==> src/rtl/keystroke_line_editor_defines.svh <==
// assertion macros shared by the keystroke line editor rtl
`ifndef KEYSTROKE_LINE_EDITOR_DEFINES_SVH
`define KEYSTROKE_LINE_EDITOR_DEFINES_SVH
`ifndef NO_ASSERTIONS
// consequent holds in the same cycle as the antecedent
`define KLE_ASSERT_NOW(lbl, clk, rstn, ante, cons, msg) \
    lbl: assert property (@(posedge clk) disable iff (!(rstn)) (ante) |-> (cons)) \
        else $error(msg);
// consequent holds in the cycle after the antecedent
`define KLE_ASSERT_NEXT(lbl, clk, rstn, ante, cons, msg) \
    lbl: assert property (@(posedge clk) disable iff (!(rstn)) (ante) |=> (cons)) \
        else $error(msg);
`else
`define KLE_ASSERT_NOW(lbl, clk, rstn, ante, cons, msg)
`define KLE_ASSERT_NEXT(lbl, clk, rstn, ante, cons, msg)
`endif
`endif

==> src/rtl/kle_pkg.sv <==
// types, codes, microprogram and key decoder of the keystroke line editor
`timescale 1ns / 1ps
`default_nettype none

package kle_pkg;

    localparam int BUFFER_DEPTH_DEF = 128;

    // input operations
    localparam logic [1:0] OP_KEY   = 2'd0;
    localparam logic [1:0] OP_READ  = 2'd1;
    localparam logic [1:0] OP_CLEAR = 2'd2;

    // configuration register indexes
    localparam logic [1:0] CFG_MAX_LENGTH = 2'd0;
    localparam logic [1:0] CFG_COMPLETION = 2'd1;
    localparam logic [1:0] CFG_HIGH_BYTES = 2'd2;

    // key codes
    localparam logic [7:0] KEY_CTRL_C = 8'd3;
    localparam logic [7:0] KEY_CTRL_D = 8'd4;
    localparam logic [7:0] KEY_BS     = 8'd8;
    localparam logic [7:0] KEY_TAB    = 8'd9;
    localparam logic [7:0] KEY_LF     = 8'd10;
    localparam logic [7:0] KEY_CR     = 8'd13;
    localparam logic [7:0] KEY_CTRL_T = 8'd20;
    localparam logic [7:0] KEY_CTRL_U = 8'd21;
    localparam logic [7:0] KEY_CTRL_W = 8'd23;
    localparam logic [7:0] KEY_CTRL_X = 8'd24;
    localparam logic [7:0] KEY_ESC    = 8'd27;
    localparam logic [7:0] KEY_SPACE  = 8'd32;
    localparam logic [7:0] KEY_DEL    = 8'd127;

    localparam logic [6:0] LINE_CAP = 7'd127;

    typedef enum logic [3:0] {
        ACT_APPEND   = 4'd0,
        ACT_ERASE    = 4'd1,
        ACT_SWAP     = 4'd2,
        ACT_BEEP     = 4'd3,
        ACT_DONE     = 4'd4,
        ACT_CANCEL   = 4'd5,
        ACT_COMPLETE = 4'd6,
        ACT_READ     = 4'd7,
        ACT_CLEARED  = 4'd8
    } act_t;

    // microprogram steps
    typedef enum logic [3:0] {
        U_IDLE, U_EMIT, U_APPEND, U_READ0, U_READ1,
        U_SW0, U_SW1, U_SW2, U_SW3, U_SW4,
        U_WD0, U_WD1, U_WD2, U_WD3
    } upc_t;

    // sequencing condition of a step
    typedef enum logic [2:0] {
        C_ALWAYS, C_DISPATCH, C_OUT_FREE, C_WALK_SPACE, C_WALK_WORD
    } cond_t;

    // read address source
    typedef enum logic [1:0] {RD_IDX, RD_CNT_M2, RD_CNT_M1, RD_N_M1} rd_t;

    // write port use
    typedef enum logic [1:0] {WR_NONE, WR_APPEND, WR_SWAP_LO, WR_SWAP_HI} wr_t;

    // load of read data into the char registers
    typedef enum logic [1:0] {LD_NONE, LD_C1, LD_C2, LD_READ} ld_t;

    // line count update
    typedef enum logic [1:0] {CNT_KEEP, CNT_INC, CNT_WALK} cnt_t;

    typedef struct packed {
        cond_t cond;
        upc_t  target;
        rd_t   rd;
        wr_t   wr;
        ld_t   ld;
        cnt_t  cnt;
    } ucw_t;

    // line count change made while dispatching
    typedef enum logic [1:0] {DC_KEEP, DC_DEC, DC_KILL, DC_ZERO} dcnt_t;

    typedef struct packed {
        upc_t  entry;
        act_t  action;
        dcnt_t mode;
    } dsp_t;

    function automatic ucw_t uw(input cond_t c, input upc_t t, input rd_t r,
                                input wr_t w, input ld_t l, input cnt_t n);
        ucw_t u;
        u.cond   = c;
        u.target = t;
        u.rd     = r;
        u.wr     = w;
        u.ld     = l;
        u.cnt    = n;
        return u;
    endfunction

    // control store
    function automatic ucw_t kle_ucode(input upc_t pc);
        ucw_t u;
        unique case (pc)
            U_IDLE:   u = uw(C_DISPATCH,   U_IDLE, RD_IDX,    WR_NONE,    LD_NONE, CNT_KEEP);
            U_EMIT:   u = uw(C_OUT_FREE,   U_IDLE, RD_IDX,    WR_NONE,    LD_NONE, CNT_KEEP);
            U_APPEND: u = uw(C_ALWAYS,     U_EMIT, RD_IDX,    WR_APPEND,  LD_NONE, CNT_INC);
            U_READ0:  u = uw(C_ALWAYS,     U_READ1, RD_IDX,   WR_NONE,    LD_NONE, CNT_KEEP);
            U_READ1:  u = uw(C_ALWAYS,     U_EMIT, RD_IDX,    WR_NONE,    LD_READ, CNT_KEEP);
            U_SW0:    u = uw(C_ALWAYS,     U_SW1,  RD_CNT_M2, WR_NONE,    LD_NONE, CNT_KEEP);
            U_SW1:    u = uw(C_ALWAYS,     U_SW2,  RD_CNT_M1, WR_NONE,    LD_C2,   CNT_KEEP);
            U_SW2:    u = uw(C_ALWAYS,     U_SW3,  RD_CNT_M1, WR_NONE,    LD_C1,   CNT_KEEP);
            U_SW3:    u = uw(C_ALWAYS,     U_SW4,  RD_CNT_M1, WR_SWAP_LO, LD_NONE, CNT_KEEP);
            U_SW4:    u = uw(C_ALWAYS,     U_EMIT, RD_CNT_M1, WR_SWAP_HI, LD_NONE, CNT_KEEP);
            U_WD0:    u = uw(C_ALWAYS,     U_WD1,  RD_N_M1,   WR_NONE,    LD_NONE, CNT_KEEP);
            U_WD1:    u = uw(C_WALK_SPACE, U_WD2,  RD_N_M1,   WR_NONE,    LD_NONE, CNT_KEEP);
            U_WD2:    u = uw(C_WALK_WORD,  U_WD3,  RD_N_M1,   WR_NONE,    LD_NONE, CNT_KEEP);
            U_WD3:    u = uw(C_ALWAYS,     U_EMIT, RD_N_M1,   WR_NONE,    LD_NONE, CNT_WALK);
            default:  u = uw(C_ALWAYS,     U_IDLE, RD_IDX,    WR_NONE,    LD_NONE, CNT_KEEP);
        endcase
        return u;
    endfunction

    // classifies an incoming word and picks the microprogram entry
    function automatic dsp_t kle_dispatch(input logic [1:0] op, input logic [7:0] key,
                                          input logic [6:0] cnt, input logic [6:0] lim,
                                          input logic comp_en, input logic high_en);
        dsp_t d;
        d.entry  = U_EMIT;
        d.action = ACT_BEEP;
        d.mode   = DC_KEEP;
        unique case (op)
            OP_KEY: begin
                if (key == KEY_CR || key == KEY_LF) begin
                    d.action = ACT_DONE;
                end else if (key == KEY_CTRL_C) begin
                    d.action = ACT_CANCEL;
                end else if (comp_en && (key == KEY_CTRL_D || key == KEY_TAB)) begin
                    d.action = ACT_COMPLETE;
                end else if (key == KEY_BS || key == KEY_DEL) begin
                    if (cnt != 7'd0) begin
                        d.action = ACT_ERASE;
                        d.mode   = DC_DEC;
                    end
                end else if (key == KEY_CTRL_U || key == KEY_CTRL_X || key == KEY_ESC) begin
                    d.action = ACT_ERASE;
                    d.mode   = DC_KILL;
                end else if (key == KEY_CTRL_T) begin
                    if (cnt >= 7'd2) begin
                        d.entry  = U_SW0;
                        d.action = ACT_SWAP;
                    end
                end else if (key == KEY_CTRL_W) begin
                    if (cnt != 7'd0) begin
                        d.entry  = U_WD0;
                        d.action = ACT_ERASE;
                    end
                end else if (key < KEY_SPACE) begin
                    d.action = ACT_BEEP;
                end else if (key[7] && !high_en) begin
                    d.action = ACT_BEEP;
                end else if (cnt < lim) begin
                    d.entry  = U_APPEND;
                    d.action = ACT_APPEND;
                end
            end
            OP_READ: begin
                d.entry  = U_READ0;
                d.action = ACT_READ;
            end
            OP_CLEAR: begin
                d.action = ACT_CLEARED;
                d.mode   = DC_ZERO;
            end
            default: begin
                // unused op: swallowed with no result
                d.entry = U_IDLE;
            end
        endcase
        return d;
    endfunction

endpackage

`default_nettype wire

==> src/rtl/kle_ram.sv <==
// generic single-write, single-read ram with registered read data
`timescale 1ns / 1ps
`default_nettype none

module kle_ram #(
    parameter int WIDTH = 8,
    parameter int DEPTH = kle_pkg::BUFFER_DEPTH_DEF,
    parameter int AW    = $clog2(DEPTH)
) (
    input  wire logic             aclk,
    input  wire logic             wr_en,
    input  wire logic [AW-1:0]    wr_addr,
    input  wire logic [WIDTH-1:0] wr_data,
    input  wire logic [AW-1:0]    rd_addr,
    output logic      [WIDTH-1:0] rd_data
);

    logic [WIDTH-1:0] mem [DEPTH];

    always_ff @(posedge aclk) begin
        if (wr_en) begin
            mem[wr_addr] <= wr_data;
        end
        rd_data <= mem[rd_addr];
    end

endmodule

`default_nettype wire

==> src/rtl/keystroke_line_editor.sv <==
// top level of the keystroke line editor: microcoded sequencer over a line store
//
//  channel  | direction | payload (low bit first)                          | words
//  s_       | in        | op[1:0] key[9:2] read_index[16:10], pad to 24    | 1 per item
//  m_       | out       | action erase_count char_first char_second        | 1 per item
//           |           | line_length, pad to 40                           |
//  cfg_     | in        | cfg_index selects register, cfg_data value       | always ready
//
// an item runs through its microprogram steps from accept to result: status keys and clear
// go straight to emit, append writes the store, read reads it and swap reads and rewrites it;
// word erase walks back a character at a time, paced by the line store's single read port.
// a new word is taken only once the previous one has been handed to the output register.
// reset is synchronous: it clears the line count, output valid and sequencer and resets the config
// registers; the store is not cleared. a stalled output holds the sequencer in its emit step.
`timescale 1ns / 1ps
`default_nettype none

module keystroke_line_editor #(
    parameter int BUFFER_DEPTH = kle_pkg::BUFFER_DEPTH_DEF
) (
    input  wire logic        aclk,
    input  wire logic        aresetn,
    input  wire logic        s_tvalid,
    output logic             s_tready,
    input  wire logic [23:0] s_tdata,   // op, key, read_index
    output logic             m_tvalid,
    input  wire logic        m_tready,
    output logic      [39:0] m_tdata,   // action, erase_count, char_first, char_second, line_length
    input  wire logic        cfg_valid,
    output logic             cfg_ready,
    input  wire logic [1:0]  cfg_index,
    input  wire logic [6:0]  cfg_data
);

`include "keystroke_line_editor_defines.svh"

    localparam int AW      = $clog2(BUFFER_DEPTH);
    localparam int LIM_CAP = (BUFFER_DEPTH < 127) ? BUFFER_DEPTH : 127;

    kle_pkg::upc_t  upc_reg, upc_next;
    kle_pkg::ucw_t  ucw;
    kle_pkg::dsp_t  dsp;
    kle_pkg::act_t  act_reg, act_next;

    logic [6:0]  max_len_reg, max_len_next;
    logic        comp_reg, comp_next;
    logic        high_reg, high_next;
    logic [6:0]  cnt_reg, cnt_next;
    logic [6:0]  n_reg, n_next;
    logic [7:0]  key_reg, key_next;
    logic [6:0]  idx_reg, idx_next;
    logic [6:0]  erase_reg, erase_next;
    logic [7:0]  c1_reg, c1_next;
    logic [7:0]  c2_reg, c2_next;
    logic        m_tvalid_reg, m_tvalid_next;
    logic [39:0] m_tdata_reg, m_tdata_next;

    logic [1:0]    s_op;
    logic [7:0]    s_key;
    logic [6:0]    s_idx;
    logic          accept;
    logic          out_free;
    logic          walk_hit;
    logic          idx_ok;
    logic [6:0]    lim;
    logic [6:0]    rd_pos;
    logic [6:0]    wr_pos;
    logic          ram_we;
    logic [7:0]    ram_wdata;
    logic [7:0]    ram_rdata;
    logic          in_walk;
    logic          emit_go;

    assign s_op  = s_tdata[1:0];
    assign s_key = s_tdata[9:2];
    assign s_idx = s_tdata[16:10];

    assign s_tready  = (upc_reg == kle_pkg::U_IDLE);
    assign accept    = s_tvalid && s_tready;
    assign cfg_ready = 1'b1;
    assign m_tvalid  = m_tvalid_reg;
    assign m_tdata   = m_tdata_reg;
    assign out_free  = !m_tvalid_reg || m_tready;

    assign lim    = (max_len_reg > 7'(LIM_CAP)) ? 7'(LIM_CAP) : max_len_reg;
    assign idx_ok = (int'(idx_reg) < BUFFER_DEPTH);

    assign in_walk = (upc_reg == kle_pkg::U_WD1) || (upc_reg == kle_pkg::U_WD2);
    assign emit_go = (upc_reg == kle_pkg::U_EMIT) && out_free;

    assign ucw = kle_pkg::kle_ucode(upc_reg);
    assign dsp = kle_pkg::kle_dispatch(s_op, s_key, cnt_reg, lim, comp_reg, high_reg);

    always_comb begin
        case (ucw.cond)
            kle_pkg::C_WALK_SPACE: walk_hit = (n_reg != 7'd0) && (ram_rdata == kle_pkg::KEY_SPACE);
            kle_pkg::C_WALK_WORD:  walk_hit = (n_reg != 7'd0) && (ram_rdata != kle_pkg::KEY_SPACE);
            default:               walk_hit = 1'b0;
        endcase
    end

    // sequencer
    always_comb begin
        upc_next = upc_reg;
        n_next   = n_reg;
        unique case (ucw.cond) inside
            kle_pkg::C_ALWAYS: begin
                upc_next = ucw.target;
            end
            kle_pkg::C_DISPATCH: begin
                if (accept) begin
                    upc_next = dsp.entry;
                    n_next   = cnt_reg;
                end
            end
            kle_pkg::C_OUT_FREE: begin
                if (out_free) begin
                    upc_next = ucw.target;
                end
            end
            kle_pkg::C_WALK_SPACE, kle_pkg::C_WALK_WORD: begin
                // read data belongs to position n-1; keep walking while it matches
                if (walk_hit) begin
                    n_next = n_reg - 7'd1;
                end else begin
                    upc_next = ucw.target;
                end
            end
            default: begin
                upc_next = kle_pkg::U_IDLE;
            end
        endcase
    end

    // store addressing
    always_comb begin
        unique case (ucw.rd)
            kle_pkg::RD_IDX:    rd_pos = idx_reg;
            kle_pkg::RD_CNT_M2: rd_pos = cnt_reg - 7'd2;
            kle_pkg::RD_CNT_M1: rd_pos = cnt_reg - 7'd1;
            kle_pkg::RD_N_M1:   rd_pos = n_next - 7'd1;
            default:            rd_pos = idx_reg;
        endcase
        ram_we    = 1'b1;
        wr_pos    = cnt_reg;
        ram_wdata = key_reg;
        unique case (ucw.wr)
            kle_pkg::WR_NONE: begin
                ram_we = 1'b0;
            end
            kle_pkg::WR_APPEND: begin
                wr_pos    = cnt_reg;
                ram_wdata = key_reg;
            end
            kle_pkg::WR_SWAP_LO: begin
                wr_pos    = cnt_reg - 7'd2;
                ram_wdata = c1_reg;
            end
            kle_pkg::WR_SWAP_HI: begin
                wr_pos    = cnt_reg - 7'd1;
                ram_wdata = c2_reg;
            end
            default: begin
                ram_we = 1'b0;
            end
        endcase
    end

    kle_ram #(
        .WIDTH (8),
        .DEPTH (BUFFER_DEPTH),
        .AW    (AW)
    ) u_line_store (
        .aclk    (aclk),
        .wr_en   (ram_we),
        .wr_addr (AW'(wr_pos)),
        .wr_data (ram_wdata),
        .rd_addr (AW'(rd_pos)),
        .rd_data (ram_rdata)
    );

    // datapath
    always_comb begin
        cnt_next   = cnt_reg;
        key_next   = key_reg;
        idx_next   = idx_reg;
        act_next   = act_reg;
        erase_next = erase_reg;
        c1_next    = c1_reg;
        c2_next    = c2_reg;

        if (ucw.cond == kle_pkg::C_DISPATCH && accept) begin
            key_next   = s_key;
            idx_next   = s_idx;
            act_next   = dsp.action;
            erase_next = 7'd0;
            c1_next    = (dsp.entry == kle_pkg::U_APPEND) ? s_key : 8'd0;
            c2_next    = 8'd0;
            unique case (dsp.mode)
                kle_pkg::DC_KEEP: ;
                kle_pkg::DC_DEC: begin
                    cnt_next   = cnt_reg - 7'd1;
                    erase_next = 7'd1;
                end
                kle_pkg::DC_KILL: begin
                    cnt_next   = 7'd0;
                    erase_next = cnt_reg;
                end
                kle_pkg::DC_ZERO: begin
                    cnt_next = 7'd0;
                end
                default: ;
            endcase
        end

        unique case (ucw.cnt)
            kle_pkg::CNT_KEEP: ;
            kle_pkg::CNT_INC: begin
                cnt_next = cnt_reg + 7'd1;
            end
            kle_pkg::CNT_WALK: begin
                cnt_next   = n_reg;
                erase_next = cnt_reg - n_reg;
            end
            default: ;
        endcase

        unique case (ucw.ld)
            kle_pkg::LD_NONE: ;
            kle_pkg::LD_C1:   c1_next = ram_rdata;
            kle_pkg::LD_C2:   c2_next = ram_rdata;
            kle_pkg::LD_READ: c1_next = idx_ok ? ram_rdata : 8'd0;
            default: ;
        endcase
    end

    // output register
    always_comb begin
        m_tvalid_next = m_tvalid_reg;
        m_tdata_next  = m_tdata_reg;
        if (ucw.cond == kle_pkg::C_OUT_FREE && out_free) begin
            m_tvalid_next = 1'b1;
            m_tdata_next  = {6'd0, cnt_reg, c2_reg, c1_reg, erase_reg, act_reg};
        end else if (m_tready) begin
            m_tvalid_next = 1'b0;
        end
    end

    // configuration registers
    always_comb begin
        max_len_next = max_len_reg;
        comp_next    = comp_reg;
        high_next    = high_reg;
        if (cfg_valid && cfg_ready) begin
            unique case (cfg_index)
                kle_pkg::CFG_MAX_LENGTH: max_len_next = cfg_data;
                kle_pkg::CFG_COMPLETION: comp_next    = cfg_data[0];
                kle_pkg::CFG_HIGH_BYTES: high_next    = cfg_data[0];
                default: ;
            endcase
        end
    end

    always_ff @(posedge aclk) begin
        if (!aresetn) begin
            upc_reg      <= kle_pkg::U_IDLE;
            cnt_reg      <= 7'd0;
            max_len_reg  <= kle_pkg::LINE_CAP;
            comp_reg     <= 1'b0;
            high_reg     <= 1'b0;
            m_tvalid_reg <= 1'b0;
        end else begin
            upc_reg      <= upc_next;
            cnt_reg      <= cnt_next;
            max_len_reg  <= max_len_next;
            comp_reg     <= comp_next;
            high_reg     <= high_next;
            m_tvalid_reg <= m_tvalid_next;
        end
    end

    always_ff @(posedge aclk) begin
        n_reg       <= n_next;
        key_reg     <= key_next;
        idx_reg     <= idx_next;
        act_reg     <= act_next;
        erase_reg   <= erase_next;
        c1_reg      <= c1_next;
        c2_reg      <= c2_next;
        m_tdata_reg <= m_tdata_next;
    end

    `KLE_ASSERT_NOW(a_cnt_cap, aclk, aresetn, 1'b1, cnt_reg <= 7'(LIM_CAP), "line count past cap")
    `KLE_ASSERT_NOW(a_walk_bound, aclk, aresetn, in_walk, n_reg <= cnt_reg, "walk past line end")
    `KLE_ASSERT_NEXT(a_emit_loads, aclk, aresetn, emit_go, m_tvalid_reg && s_tready, "emit lost")

endmodule

`default_nettype wire

==> config.mk <==
export PLATFORM = sky130hd
export DESIGN_NAME = keystroke_line_editor
export DESIGN_NICKNAME = d
export VERILOG_FILES = /design/src/rtl/kle_pkg.sv /design/src/rtl/kle_ram.sv /design/src/rtl/keystroke_line_editor.sv
export VERILOG_INCLUDE_DIRS = /design/src /design/src/rtl
export SDC_FILE = /design/constraint.sdc
export NUM_CORES = 1
export LEC_CHECK = 0
export ABC_AREA = 1
export BUFFER_PORTS_ARGS = -buffer_cell sky130_fd_sc_hd__clkbuf_2
export CAP_MARGIN = 20
export CORE_MARGIN = 2
export CORE_UTILIZATION = 30
export CTS_CLUSTER_SIZE = 25
export DETAILED_ROUTE_END_ITERATION = 7
export GPL_TIMING_DRIVEN = 0
export PLACE_DENSITY = 0.4
export SLEW_MARGIN = 20
export SYNTH_ARGS = -nofsm -noshare
export SYNTH_HDL_FRONTEND = slang
export SYNTH_HIERARCHICAL = 1
export SYNTH_SLANG_ARGS = --single-unit
==> constraint.sdc <==
create_clock -name aclk -period 7.98 [get_ports aclk]
set_input_delay 0.399 -clock aclk [delete_from_list [all_inputs] [get_ports aclk]]
set_output_delay 0.399 -clock aclk [all_outputs]
set_load 0.01 [all_outputs]
==> results.json <==
{
  "status": "complete, no violations",
  "track_usage_pct": 21.9,
  "syn_avg_cell_area_um2": 11.2,
  "ys_seq_area_share_pct": 69.9,
  "powerDensity_nw_per_um2": 464,
  "setup_viol": 0,
  "cp-start-kind": "flip-flop",
  "ys_types": 55,
  "nNetsFinal": 4698,
  "worstSkewPairLatency_ps": 790,
  "final_common_cell": "nand2_1",
  "slew_headroom_pct": 21.7,
  "clk_path_buf_depth": 3,
  "syn_to_final_growth_pct": 17.1,
  "p_leak_nw": 20.7,
  "finalHoldViolCount": 0,
  "ant_nets": 0,
  "drive_above_1_share_pct": 11.4,
  "synthCells": 4349,
  "n_fill_cell": 16055,
  "rsz0062_at_grt": "false",
  "ir_worst_vdd_mv": 0.221,
  "pre_cts_ws_ps": 1790,
  "crit_slowest_cell": "clkbuf_1",
  "fin_skew_ps": 17.4,
  "antenna_found_initial": 5,
  "port_buffers": 66,
  "post_cts_buffers": 0,
  "r2r_cells": 22,
  "grt_pass1_vias": 32773,
  "synth-warning-count": 6,
  "fin_crit_ps": 6260,
  "final.setup.tns_ps": 0,
  "crit_type": "reg2reg",
  "tritoncts": "built",
  "gp_congestion": 0.937,
  "hold_path.class": "in2reg",
  "async_flop_share_pct": 0,
  "grt_pass1_wl_um": 253000,
  "numCtsBuffers": 137,
  "crit_arrival_ps": 6870,
  "grt_max_degree": 57,
  "tightestPinTransition_ps": 1170,
  "drt_iter0_drc": 3384,
  "drv_cap": 0,
  "via_per_inst": 4.95,
  "start_util_pct": 30.3,
  "cts_resized": 0,
  "netlist_area_um2": 48700,
  "synth_ff_type": "edfxtp_1",
  "largest_reg_flops": 1024,
  "finalCritPeriodShare_pct": 78.4,
  "fin_ws_ps": 1720,
  "synth_seq_cells": 1151,
  "timing.fmax_mhz": 160,
  "cp_data_required_time_ps": 8590,
  "cpMostUsedCell": "nand2_1",
  "placed_cell_area_um2": 52500,
  "drt_wl_total_um": 182000,
  "drc": 0,
  "final_cell_mix": "nand2_1 (1,401), edfxtp_1 (1,100), nand3_1 (969)",
  "stdcell_area_um2": 57000,
  "dpl.cell_count": 6609,
  "wire_per_inst_um": 26.4,
  "overflow": 0,
  "crit_fanout": 25,
  "clockRootBuffer": "clkbuf_16",
  "core_area_um2": 161000,
  "synth_edf_count": 1100,
  "dr.pass1.iters": 7,
  "cts.htree.levels": 4,
  "whs_path_depth": 5,
  "path_clk_slew_ps": 60,
  "die_area_um2": 166000,
  "hold_slack_ps": 63.1,
  "vias": 34136,
  "cts.sink_count": 1151,
  "endpoint_kind": "flip-flop",
  "die_x_um": 407,
  "num_rows": 147,
  "slew_violations": 0,
  "dieHeight_um": 407,
  "finalNonFillerCells": 6893,
  "hpwl_um": 131000,
  "crit_path_cell_trace": "inv_1, nor3_2, inv_1, nor2_4, inv_1, nor2_1, nor2_1, nand2_2, nor2_2, nand2_1, xnor2_1, nand2_1, nand4_1, clkbuf_1, clkbuf_1, nand3_1, nand2_1, nand2_1, nand3_1, nand2_1, nand2_1, nand2_1",
  "io_pins": 81,
  "critical-path-max-stage-delay_ps": 900
}
-- path summary, 6_finish.rpt --
check | slack, ps | end | from
max | 1720 | u_line_store/rd_data[3]$_DFF_P_ | ucw[12]$_DFF_P_
min | 60 | comp_reg$_SDFFE_PN0P_ | cfg_index[0]
max reg2reg | 1720 | u_line_store/rd_data[3]$_DFF_P_ | ucw[12]$_DFF_P_
min reg2reg | 420 | m_tdata[6]$_DFFE_PP_ | erase_reg[2]$_DFFE_PP_
-- cell type report --
cell class	instances	area (um^2)	share of cell area (%)
clock inverter	71	553	0.970
inverter	139	534	0.937
tap	2160	2700	4.74
timing repair buffer	129	1300	2.28
buffer	249	1450	2.54
antenna	2	5.00	0.00878
clock buffer	177	3580	6.28
multi-input combinational	2815	12800	22.5
sequential	1151	34100	59.7
-- power by group --
part           total [mW]  internal [mW]  switching, mW
Sequential           7.96           7.81          0.150
Combinational        12.6           3.03           9.60
Clock                5.89           3.31           2.58
Total                26.5           14.2           12.3
-- per-stage QoR --
stage | power (mW) | util (%)
detailed placement | 20.6 | 32.6
global route | 27.8 | 35.4
global placement | 20.8 | 32.1
CTS | 26.6 | 35.4
finish | 26.5 | 35.4
floorplan | 14.8 | -
-- logic make-up (layout without fill, tap and decap cells) --
logic type | after synthesis | count (layout) | share of synthesized area [%]
simple gates | 2640 | 2640 | 23.3
flops | 1151 | 1151 | 69.9
buf+inv | 388 | 765 | 4.06
compound gates | 116 | 116 | 1.47
fa+ha+maj | 38 | 38 | 0.992
xor+xnor | 14 | 14 | 0.252
other cells | 2 | 9 | 0.0154
-- what timing repair did --
action                     4_1_cts  5_1_grt
hold endpoints to repair        34        0
setup endpoints to repair        0        0
hold buffers                    33        0
-- layer usage --
layer	vias up	share of wire, %	GRT usage (%)
li1	15735	-	-
met1	16960	44	29.9
met2	1190	47	35.5
met3	247	6.1	3.51
met4	4	3.0	7.00
met5	-	0.010	0
-- synth_stat cells, types with 6 or more instances --
| master | n | area (um^2) |
|---|---|---|
| a21oi_1 | 29 | 145 |
| buf_1 | 14 | 52.6 |
| buf_2 | 122 | 611 |
| buf_4 | 48 | 360 |
| buf_6 | 23 | 259 |
| clkbuf_1 | 42 | 158 |
| dfxtp_1 | 51 | 1020 |
| edfxtp_1 | 1100 | 33000 |
| ha_1 | 37 | 463 |
| inv_1 | 128 | 480 |
| nand2_1 | 1401 | 5260 |
| nand3_1 | 977 | 4890 |
| nand4_1 | 14 | 87.6 |
| nor2_1 | 200 | 751 |
| nor3_1 | 18 | 90.1 |
| o211ai_1 | 8 | 60.1 |
| o21ai_0 | 39 | 195 |
| o22ai_1 | 6 | 37.5 |
| xor2_1 | 10 | 87.6 |
-- critical path, delay by kind of cell, from the launching register on --
family,cells,cell delay [ps]
flops,1,340
xor+xnor,1,120
simple gates,16,3090
buf+inv,5,2510
No activity file was read; power rests on OpenSTA's default activity.
